### config.mk
export PLATFORM = sky130hd
export DESIGN_NAME = mpbm_align
export DESIGN_NICKNAME = d
export VERILOG_FILES = /design/src/rtl/multi_pattern_byte_matcher_macros.svh /design/src/rtl/mpbm_pkg.sv /design/src/rtl/mpbm_align.sv
export SDC_FILE = /design/constraint.sdc
export NUM_CORES = 2
export LEC_CHECK = 0
export ABC_AREA = 1
export BUFFER_PORTS_ARGS = -buffer_cell sky130_fd_sc_hd__clkbuf_2
export CORE_AREA = 2 2 396 398
export DETAILED_ROUTE_END_ITERATION = 8
export DIE_AREA = 0 0 398 400
export PLACE_DENSITY = 0.46
export SKIP_LAST_GASP = 1
export SLEW_MARGIN = 40
export SYNTH_ARGS = -nofsm -noshare
export SYNTH_HDL_FRONTEND = slang
export SYNTH_SLANG_ARGS = --single-unit
### constraint.sdc
create_clock -name vclk -period 6.3
set_clock_uncertainty 0.05 [all_clocks]
set_input_delay 1.26 -clock vclk [all_inputs]
set_output_delay 1.26 -clock vclk [all_outputs]
set_load 0.1 [all_outputs]
### src/rtl/multi_pattern_byte_matcher_macros.svh
// Assertion macros for the multi-pattern byte matcher.
// Define NO_ASSERTIONS to compile every use down to nothing.
`ifndef MULTI_PATTERN_BYTE_MATCHER_MACROS_SVH
`define MULTI_PATTERN_BYTE_MATCHER_MACROS_SVH

`ifndef NO_ASSERTIONS

// Antecedent and consequent in the same cycle.
`define MPBM_ASSERT_IMPL(label, ante, cons) \
    label: assert property (@(posedge i_clk) disable iff (!i_rst_n) (ante) |-> (cons)) \
        else $error("multi_pattern_byte_matcher: assertion failed");

// Consequent in the cycle after the antecedent.
`define MPBM_ASSERT_NEXT(label, ante, cons) \
    label: assert property (@(posedge i_clk) disable iff (!i_rst_n) (ante) |=> (cons)) \
        else $error("multi_pattern_byte_matcher: assertion failed");

`else

`define MPBM_ASSERT_IMPL(label, ante, cons)
`define MPBM_ASSERT_NEXT(label, ante, cons)

`endif

`endif

### src/rtl/mpbm_pkg.sv
package mpbm_pkg;

    localparam int MASK_BITS = 16;
    localparam int IDX_W     = 4;
    localparam int POS_W     = 6;
    localparam int BYTE_W    = 8;
    localparam int PLEN_W    = 7;

    typedef enum logic [1:0] {
        ACT_LOAD_BYTE = 2'd0,
        ACT_SET_LEN   = 2'd1,
        ACT_SCAN      = 2'd2,
        ACT_CLOSE     = 2'd3
    } t_action;

    // One byte write into a per-pattern column of a cell.
    typedef struct packed {
        logic              en;
        logic [IDX_W-1:0]  idx;
        logic [BYTE_W-1:0] data;
    } t_pat_wr;

endpackage

### src/rtl/mpbm_align.sv
module mpbm_align
    import mpbm_pkg::*;
#(
    parameter int M  = 64,
    parameter int LW = 7
) (
    input  logic [M-1:0][BYTE_W-1:0] i_row,
    input  logic [LW-1:0]            i_len,
    output logic [M-1:0][BYTE_W-1:0] o_row
);

    logic [M*BYTE_W-1:0] rev;
    logic [LW-1:0]       shamt;

    // Slot j of the window must meet pattern byte len-1-j: reverse the row,
    // then shift it down by the unused tail.
    always_comb begin
        for (int i = 0; i < M; i++) begin
            rev[i*BYTE_W +: BYTE_W] = i_row[M-1-i];
        end
    end

    assign shamt = LW'(M) - i_len;
    assign o_row = rev >> {shamt, 3'b000};

endmodule
==> impl_metrics.csv <==
group,metric,value,unit
layout,finalNetCount,8501,
logic_synthesis,ys_seq_area_share,0,%
setup_path,cp.required,4.99,ns
logic_synthesis,synth_cell_types,22,
layout,final_layout_size_suffix_gt1_share,19.02,%
route,dr.pass1.iters,9,
sta,grt_setup_unrepaired,"false",
logic_synthesis,synth-adder-area-share,0.03892,%
sta,setup_violations,0,
global_route,grt_max_degree,149,
place,dp_hpwl,364.8,mm
route,wirelength,431.0,mm
run_status,violations,"design-rule violations",
route,via_count,63220,
place,numPlacedInstances,10040,
route,vias_per_cell,6.266,
sta,slew_violations,0,
logic_synthesis,muxShareOfSynthArea,0,%
place,io_buffers,1031,
sta,fin_crit_sh,98.52,%
logic_synthesis,yosys-top-cells-count,"3125 x nand3_1, 3013 x nand2_1, 399 x buf_2, 172 x nor2_1, 152 x clkbuf_1",
die,start_util,20.72,%
logic_synthesis,ys_top_cells_by_area,"nand3_1 49%, nand2_1 35%, buf_2 6.2%",
setup_path,cp_max_fo,40,
logic_synthesis,ys_warn_count,0,
sta,fmax,161.1,MHz
setup_path,criticalPathCategory,"in -> out",
die,rows,145,
global_route,grt_pass1_wl,549.4,mm
logic_synthesis,yosysTopAreaCell,"nand3_1",
sta,worstMarginPinSlew,0.9938,ns
sta,fin_crit,6.207,ns
logic_synthesis,synth_top_area_share,48.65,%
route,detail-route-antenna-nets,0,
logic_synthesis,synth_compound_area_share,0.9108,%
setup_path,worstSetupEndpointType,"output pin",
logic_synthesis,synth_area,32150,um^2
layout,fillerInstances,17950,
sta,holdWs,3.150,ns
min_path,hold_depth,6,
layout,regArea,0,um^2
logic_synthesis,synth.avg_cell_area,4.446,um^2
power_and_ir_drop,leakagePower,24.28,nW
logic_synthesis,synthSimpleGateAreaFrac,89.45,%
layout,final_cells,10090,
sta,hold_violations,0,
power_and_ir_drop,peakVddDrop,112.6,uV
run_status,status,"finished with violations",
min_path,hp-class,"in -> out",
logic_synthesis,yosysMostFrequentCell,"nand3_1",
logic_synthesis,synthCells,7231,
route,post_drt_wl_per_cell,42.72,um
sta,timing.slew.headroom,33.75,%
place,gp_congestion,1.187,
die,die_w,398,um
route,drc,10,
power_and_ir_drop,power.density,212.5,nW/um^2
route,drt_iter0_drc,12140,
logic_synthesis,synth_top_family_by_area,"simple AND/OR/NAND/NOR gates",
power_and_ir_drop,total_power,10.46,mW
layout,seq_cells,0,
global_route,grt_use_total,51.59,%
die,core,155100,um^2
layout,final_area,49240,um^2
global_route,grt_antenna_before_repair,79,
clocking,ctsResizeCount,0,
die,die_h,400,um
setup_path,cp-start-kind,"input port",
place,place_area,49090,um^2
die,dieArea,159200,um^2
run,maxCapViolCount,0,
layout,syn_to_final_growth,53.17,%
clocking,ctsHoldBuffers,0,
logic_synthesis,synth_nets,7751,
setup_path,crit_arrival,4.90,ns
global_route,grt_overflow,0,
layout,clkbuf_count,0,
clocking,post-cts-setup-buffer-count,0,
die,io_pins,1031,
global_route,grt_pass1_vias,57720,
logic_synthesis,synth-xor-area-share,0,%
==> cell usage in the layout (no fill, tap or decap), drive strengths merged <==
master and n:
nand4 90, nor3 104, diode 52, buf 877, ha 1, nand3 3126, o21ai 17, a21oi 25
clkbuf 518, and2 5, nand2 3014, a211oi 11, nor2 175, inv 16
==> worst max-delay path: stages <==
cell and delay (ns):
clkbuf_2 0.18, inv_1 0.10, ha_4 0.28, inv_8 0.41, buf_4 0.28, nand3_1 0.19
nand3_1 0.19, nand3_1 0.41, nand2_1 0.69, nand2_1 0.14, nand3_1 0.10, nand2_1 0.15
buf_4 0.20, buf_12 0.16
==> cell families after synthesis <==
family,Yosys count
AO/OA/AOI/OAI,53
buffers and inverters,663
AND/OR/NAND/NOR,6514
adder cells (fa/ha/maj),1
==> path summary, 6_finish.rpt <==
path,from,end,slack (ns)
setup / recovery,i_len[1],o_row[127],0.09
hold / removal,i_row[1],o_row[505],3.15
==> layer usage <==
| metal | share of wire [%] | wire length [um] | GRT usage (%) | vias up |
|---|---|---|---|---|
| met1 | 37 | 159900 | 61.80 | 30140 |
| met2 | 40 | 172900 | 73.65 | 5537 |
| met3 | 11 | 49350 | 15.14 | 1306 |
| met4 | 11 | 48690 | 47.59 | 26 |
| li1 | - | - | - | 26210 |
| met5 | 0.044 | 188 | 0 | - |
==> power breakdown <==
group | internal, mW | switching, mW
logic | 2.53 | 7.93
registers | 0 | 0
clock network | 0.000000817 | 0
total | 2.53 | 7.93
==> through the flow <==
stage,setup slack [ns],setup TNS (ns),utilization [%]
finish,0.09317,0,31.74
floorplan,-0.3194,-1.458,-
global placement,0.3174,0,31.65
CTS,0.3280,0,31.65
detailed placement,0.3328,0,31.65
global route,0.2570,0,31.70
==> layout make-up <==
type	instances	area [um^2]	share of cell area [%]
tap	2058	2575	5.230
inverter	16	95.09	0.1931
timing repair buffer	1395	16780	34.08
antenna	52	130.1	0.2643
multi-input combinational	6568	29660	60.24
Power figures use the tool's default switching activity.
