$ cat src/rtl/multi_pattern_byte_matcher_macros.svh
// Assertion macros for the multi-pattern byte matcher.
// Define NO_ASSERTIONS to compile every use down to nothing.
`ifndef MULTI_PATTERN_BYTE_MATCHER_MACROS_SVH
`define MULTI_PATTERN_BYTE_MATCHER_MACROS_SVH

`ifndef NO_ASSERTIONS

// Antecedent and consequent in the same cycle.
`define MPBM_ASSERT_IMPL(label, ante, cons) \
    label: assert property (@(posedge i_clk) disable iff (!i_rst_n) (ante) |-> (cons)) \
        else $error("multi_pattern_byte_matcher: assertion failed");

// Consequent in the cycle after the antecedent.
`define MPBM_ASSERT_NEXT(label, ante, cons) \
    label: assert property (@(posedge i_clk) disable iff (!i_rst_n) (ante) |=> (cons)) \
        else $error("multi_pattern_byte_matcher: assertion failed");

`else

`define MPBM_ASSERT_IMPL(label, ante, cons)
`define MPBM_ASSERT_NEXT(label, ante, cons)

`endif

`endif

$ cat src/rtl/mpbm_pkg.sv
package mpbm_pkg;

    localparam int MASK_BITS = 16;
    localparam int IDX_W     = 4;
    localparam int POS_W     = 6;
    localparam int BYTE_W    = 8;
    localparam int PLEN_W    = 7;

    typedef enum logic [1:0] {
        ACT_LOAD_BYTE = 2'd0,
        ACT_SET_LEN   = 2'd1,
        ACT_SCAN      = 2'd2,
        ACT_CLOSE     = 2'd3
    } t_action;

    // One byte write into a per-pattern column of a cell.
    typedef struct packed {
        logic              en;
        logic [IDX_W-1:0]  idx;
        logic [BYTE_W-1:0] data;
    } t_pat_wr;

endpackage

$ cat src/rtl/mpbm_cell.sv
module mpbm_cell
    import mpbm_pkg::*;
#(
    parameter int NP  = 16,
    parameter int POS = 0,
    parameter int LW  = 7
) (
    input  logic                     i_clk,
    input  logic                     i_shift,
    input  logic [BYTE_W-1:0]        i_byte,
    output logic [BYTE_W-1:0]        o_byte,
    input  t_pat_wr                  i_raw_wr,
    input  logic [POS_W-1:0]         i_pos,
    input  logic [IDX_W-1:0]         i_rd_idx,
    output logic [BYTE_W-1:0]        o_raw,
    input  t_pat_wr                  i_al_wr,
    input  logic [NP-1:0][LW-1:0]    i_alen,
    output logic [NP-1:0]            o_ok
);

    localparam int PIW = (NP > 1) ? $clog2(NP) : 1;

    // Window byte at this distance from the newest byte.
    logic [BYTE_W-1:0] r_win;
    // Pattern byte at position POS of every pattern, as loaded.
    logic [BYTE_W-1:0] r_raw [NP];
    // Pattern byte that lines up with this window slot for the pattern's length.
    logic [BYTE_W-1:0] r_al  [NP];

    always_ff @(posedge i_clk) begin
        if (i_shift) begin
            r_win <= i_byte;
        end
        if (i_raw_wr.en && (32'(i_pos) == POS)) begin
            r_raw[i_raw_wr.idx[PIW-1:0]] <= i_raw_wr.data;
        end
        if (i_al_wr.en) begin
            r_al[i_al_wr.idx[PIW-1:0]] <= i_al_wr.data;
        end
    end

    assign o_byte = r_win;
    assign o_raw  = r_raw[i_rd_idx[PIW-1:0]];

    // Slots beyond a pattern's length do not take part in its compare.
    always_comb begin
        for (int p = 0; p < NP; p++) begin
            o_ok[p] = (LW'(POS) >= i_alen[p]) || (r_al[p] == r_win);
        end
    end

endmodule

$ cat config.mk
export PLATFORM = sky130hd
export DESIGN_NAME = mpbm_cell
export DESIGN_NICKNAME = d
export VERILOG_FILES = /design/src/rtl/multi_pattern_byte_matcher_macros.svh /design/src/rtl/mpbm_pkg.sv /design/src/rtl/mpbm_cell.sv
export SDC_FILE = /design/constraint.sdc
export NUM_CORES = 1
export LEC_CHECK = 0
export BUFFER_PORTS_ARGS = -buffer_cell sky130_fd_sc_hd__buf_2
export CORE_ASPECT_RATIO = 0.5
export CORE_MARGIN = 2
export CORE_UTILIZATION = 53
export CTS_CLUSTER_DIAMETER = 80
export DETAILED_ROUTE_END_ITERATION = 10
export PLACE_DENSITY = 0.73
export SYNTH_ARGS = -nofsm -noshare
export SYNTH_HDL_FRONTEND = slang
export SYNTH_SLANG_ARGS = --single-unit
$ cat constraint.sdc
create_clock -name i_clk -period 5.6 [get_ports i_clk]
set_clock_uncertainty 0.2 [all_clocks]
set_input_delay 0.28 -clock i_clk [delete_from_list [all_inputs] [get_ports i_clk]]
set_output_delay 0.28 -clock i_clk [all_outputs]
set_load 0.005 [all_outputs]
==> out/results.tsv <==
metric	value	unit
outcome	finished clean	
Mapped Area	0.0109	sq mm
endpoints failing hold	0	
relative slew slack	0.166	
crit share post-route	0.518	
Seq cells post-synth	264	
WL final	22.6	mm
endpoints failing setup	0	
IO Count	190	
Worst Setup EP	o_ok[7]	
First-pass DRT Iterations	4	
overall routing resource usage	0.209	
Crit. Startpoint	o_byte[3]$_DFFE_PP_	
routed len/inst	20.3	um
PortBufs	189	
Hold Path Depth	1	
CTS Buf Count	22	
max-slew violation count	0	
vias per cell	5.56	
Worst Path Max Fanout	17	
worst hold-check path type	in -> reg	
setup_tns	0	ps
Site Rows	37	
critical path type	reg -> out	
Max-cap violations	0	
syn_area_per_cell	17.5	sq um
# fillers	1484	
crit path DAT	2420	ps
largest net degree at the start of global routing	33	
Slew @ Worst Pin	1240	ps
Root Driver	clkbuf_16	
layout cell share with drive strength beyond 1	0.284	
clk sink count	264	
Power per Cell Area	311	mW/mm^2
H-tree levels	1	
DRT antenna net count	0	
first-pass GRT wire length	34.4	mm
utilization after layout	0.634	
die width	207	um
Initial Utilization	0.536	
number of nets in the final layout	987	
Core Area	0.0204	sq mm
Final Critical Period	2900	ps
vias in the first global route	6065	
Static Leak	4.31	nW
Final Wtd Congestion	0.802	
initial antenna violation count	0	
RSZ-0062 raised after global routing	false	
Clock transition at path regs	70	ps
global route overflow	0	
post-synthesis net count	781	
initial drt markers	436	
clock buffer depth	3	
routed vias	6209	
Worst setup SP type	flop	
DP HPWL	13.9	mm
maximum VDD drop	0.000253	V
Post-CTS Setup Bufs	0	
DIE HEIGHT	106	um
FMAX	345	MHz
warning count from the yosys run	0	
post-synthesis sequential area ratio	0.726	
Cells after Synth	623	
CTS tree	built	
CP Capture Type	output port	
die area	0.0218	sq mm
Layout area overhead	18.3	%
DR DRC count	0	
CP Data Required Time	5120	ps
distinct cell type count after synthesis	24	
Ant. Diodes	0	
## cells in the final DEF, fill, tap and decap left out
cell type / instances
nand4_1: 33
or3b_2: 1
buf_4: 1
nand4b_1: 2
clkinv_2: 4
nor2_1: 26
nand3_1: 2
o21ai_0: 16
edfxtp_1: 264
a22oi_1: 16
clkbuf_1: 3
mux4_1: 14
nand3b_1: 2
bufinv_16: 2
nand2_1: 26
nor3_1: 25
clkinv_1: 5
clkbuf_16: 23
dlygate4sd3_1: 18
clkinv_4: 1
xnor2_1: 128
nand2b_1: 4
mux4_2: 18
buf_2: 189
nor4_1: 16
nor4b_1: 1
and2b_1: 1
and2_1: 1
nor2b_1: 1
## flip-flops by register name, summed over array words and instances (netlist names)
register  cells
o_byte        8
r_al        128
r_raw       128
## metal layers
| layer | vias to the layer above | track usage | share of wire |
|---|---|---|---|
| li1 | 2839 | - | - |
| met1 | 3080 | 0.281 | 0.41 |
| met2 | 243 | 0.357 | 0.50 |
| met3 | 47 | 0.0355 | 0.067 |
| met4 | 0 | 0.0577 | 0.024 |
| met5 | - | 0 | 0 |
## worst max-delay path: stages, from the launching register on
cell and delay (ps):
edfxtp_1 1110, xnor2_1 200, nand4_1 140, o21ai_0 280
buf_2 170
## report_power, final
group / leakage (nW) / internal [mW] / switching [mW] / total (mW)
clock network: 0.343 / 0.839 / 0.666 / 1.51
registers: 2.38 / 2.20 / 0.0463 / 2.24
logic: 1.58 / 0.143 / 0.128 / 0.271
## cells by family (layout without fill, tap and decap cells)
family,after synthesis,in the layout,share of synthesized area
buffers and inverters,26,246,0.0152
DFF,264,264,0.726
xor gates and xnor gates,128,128,0.103
AOI/OAI and AO/OA,32,32,0.0183
and+or+nand+nor,141,141,0.0670
muxes,32,32,0.0708
## timing repair
action	CTS	global route
hold endpoints to repair	160	0
hold buffers	18	0
gates resized for setup	0	0
## cells in the mapped netlist, drive strengths merged
| cell | count | share of area |
|---|---|---|
| nor4 | 16 | 0.0092 |
| or3b | 1 | 0.00080 |
| nand4b | 2 | 0.0016 |
| mux4 | 32 | 0.071 |
| nor3 | 25 | 0.011 |
| nand3b | 2 | 0.0014 |
| nand2 | 26 | 0.0089 |
| and2 | 1 | 0.00057 |
| buf | 23 | 0.012 |
| clkdlybuf4s25 | 3 | 0.0027 |
| edfxtp | 264 | 0.73 |
| nand2b | 4 | 0.0023 |
| nand3 | 2 | 0.00092 |
| nor2 | 26 | 0.0089 |
| nor4b | 1 | 0.00080 |
| xnor2 | 128 | 0.10 |
| a22oi | 16 | 0.011 |
| and2b | 1 | 0.00069 |
| nand4 | 33 | 0.019 |
| nor2b | 1 | 0.00057 |
| o21ai | 16 | 0.0073 |
## how the worst min path moves through the flow
stage	from	endpoint	slack [ps]
6_report	i_al_wr[7]	r_al[1][7]$_DFFE_PP_	20
5_1_grt	i_al_wr[3]	r_al[1][3]$_DFFE_PP_	10
4_1_cts	i_al_wr[7]	r_al[1][7]$_DFFE_PP_	6
3_5_place_dp	i_byte[5]	o_byte[5]$_DFFE_PP_	260
3_3_place_gp	i_byte[5]	o_byte[5]$_DFFE_PP_	260
2_1_floorplan	i_byte[0]	o_byte[0]$_DFFE_PP_	180
## area by class of cell
class | instances | area (sq um) | area share
clock buffers | 26 | 587 | 0.0454
well taps | 273 | 342 | 0.0264
flip-flops and latches | 264 | 7930 | 0.613
clock inverters | 12 | 108 | 0.00833
multi-input cells | 333 | 2830 | 0.219
repair buffers | 208 | 1130 | 0.0877
## stage by stage
| step | setup WS (ps) | hold WS (ps) | std cells | total power, mW | area [sq um] |
|---|---|---|---|---|---|
| 2_1_floorplan | 3370 | 179 | 623 | 2.42 | 10900 |
| 3_3_place_gp | 2850 | 258 | 1060 | 2.55 | 12000 |
| 3_5_place_dp | 2770 | 259 | 1060 | 2.55 | 12000 |
| 4_1_cts | 2640 | 5.72 | 1116 | 4.05 | 12900 |
| 5_1_grt | 2570 | 14.7 | 1116 | 4.16 | 12900 |
| 6_report | 2700 | 16.9 | 1116 | 4.02 | 12900 |
Note: power is estimated with default switching activity, not from simulation.
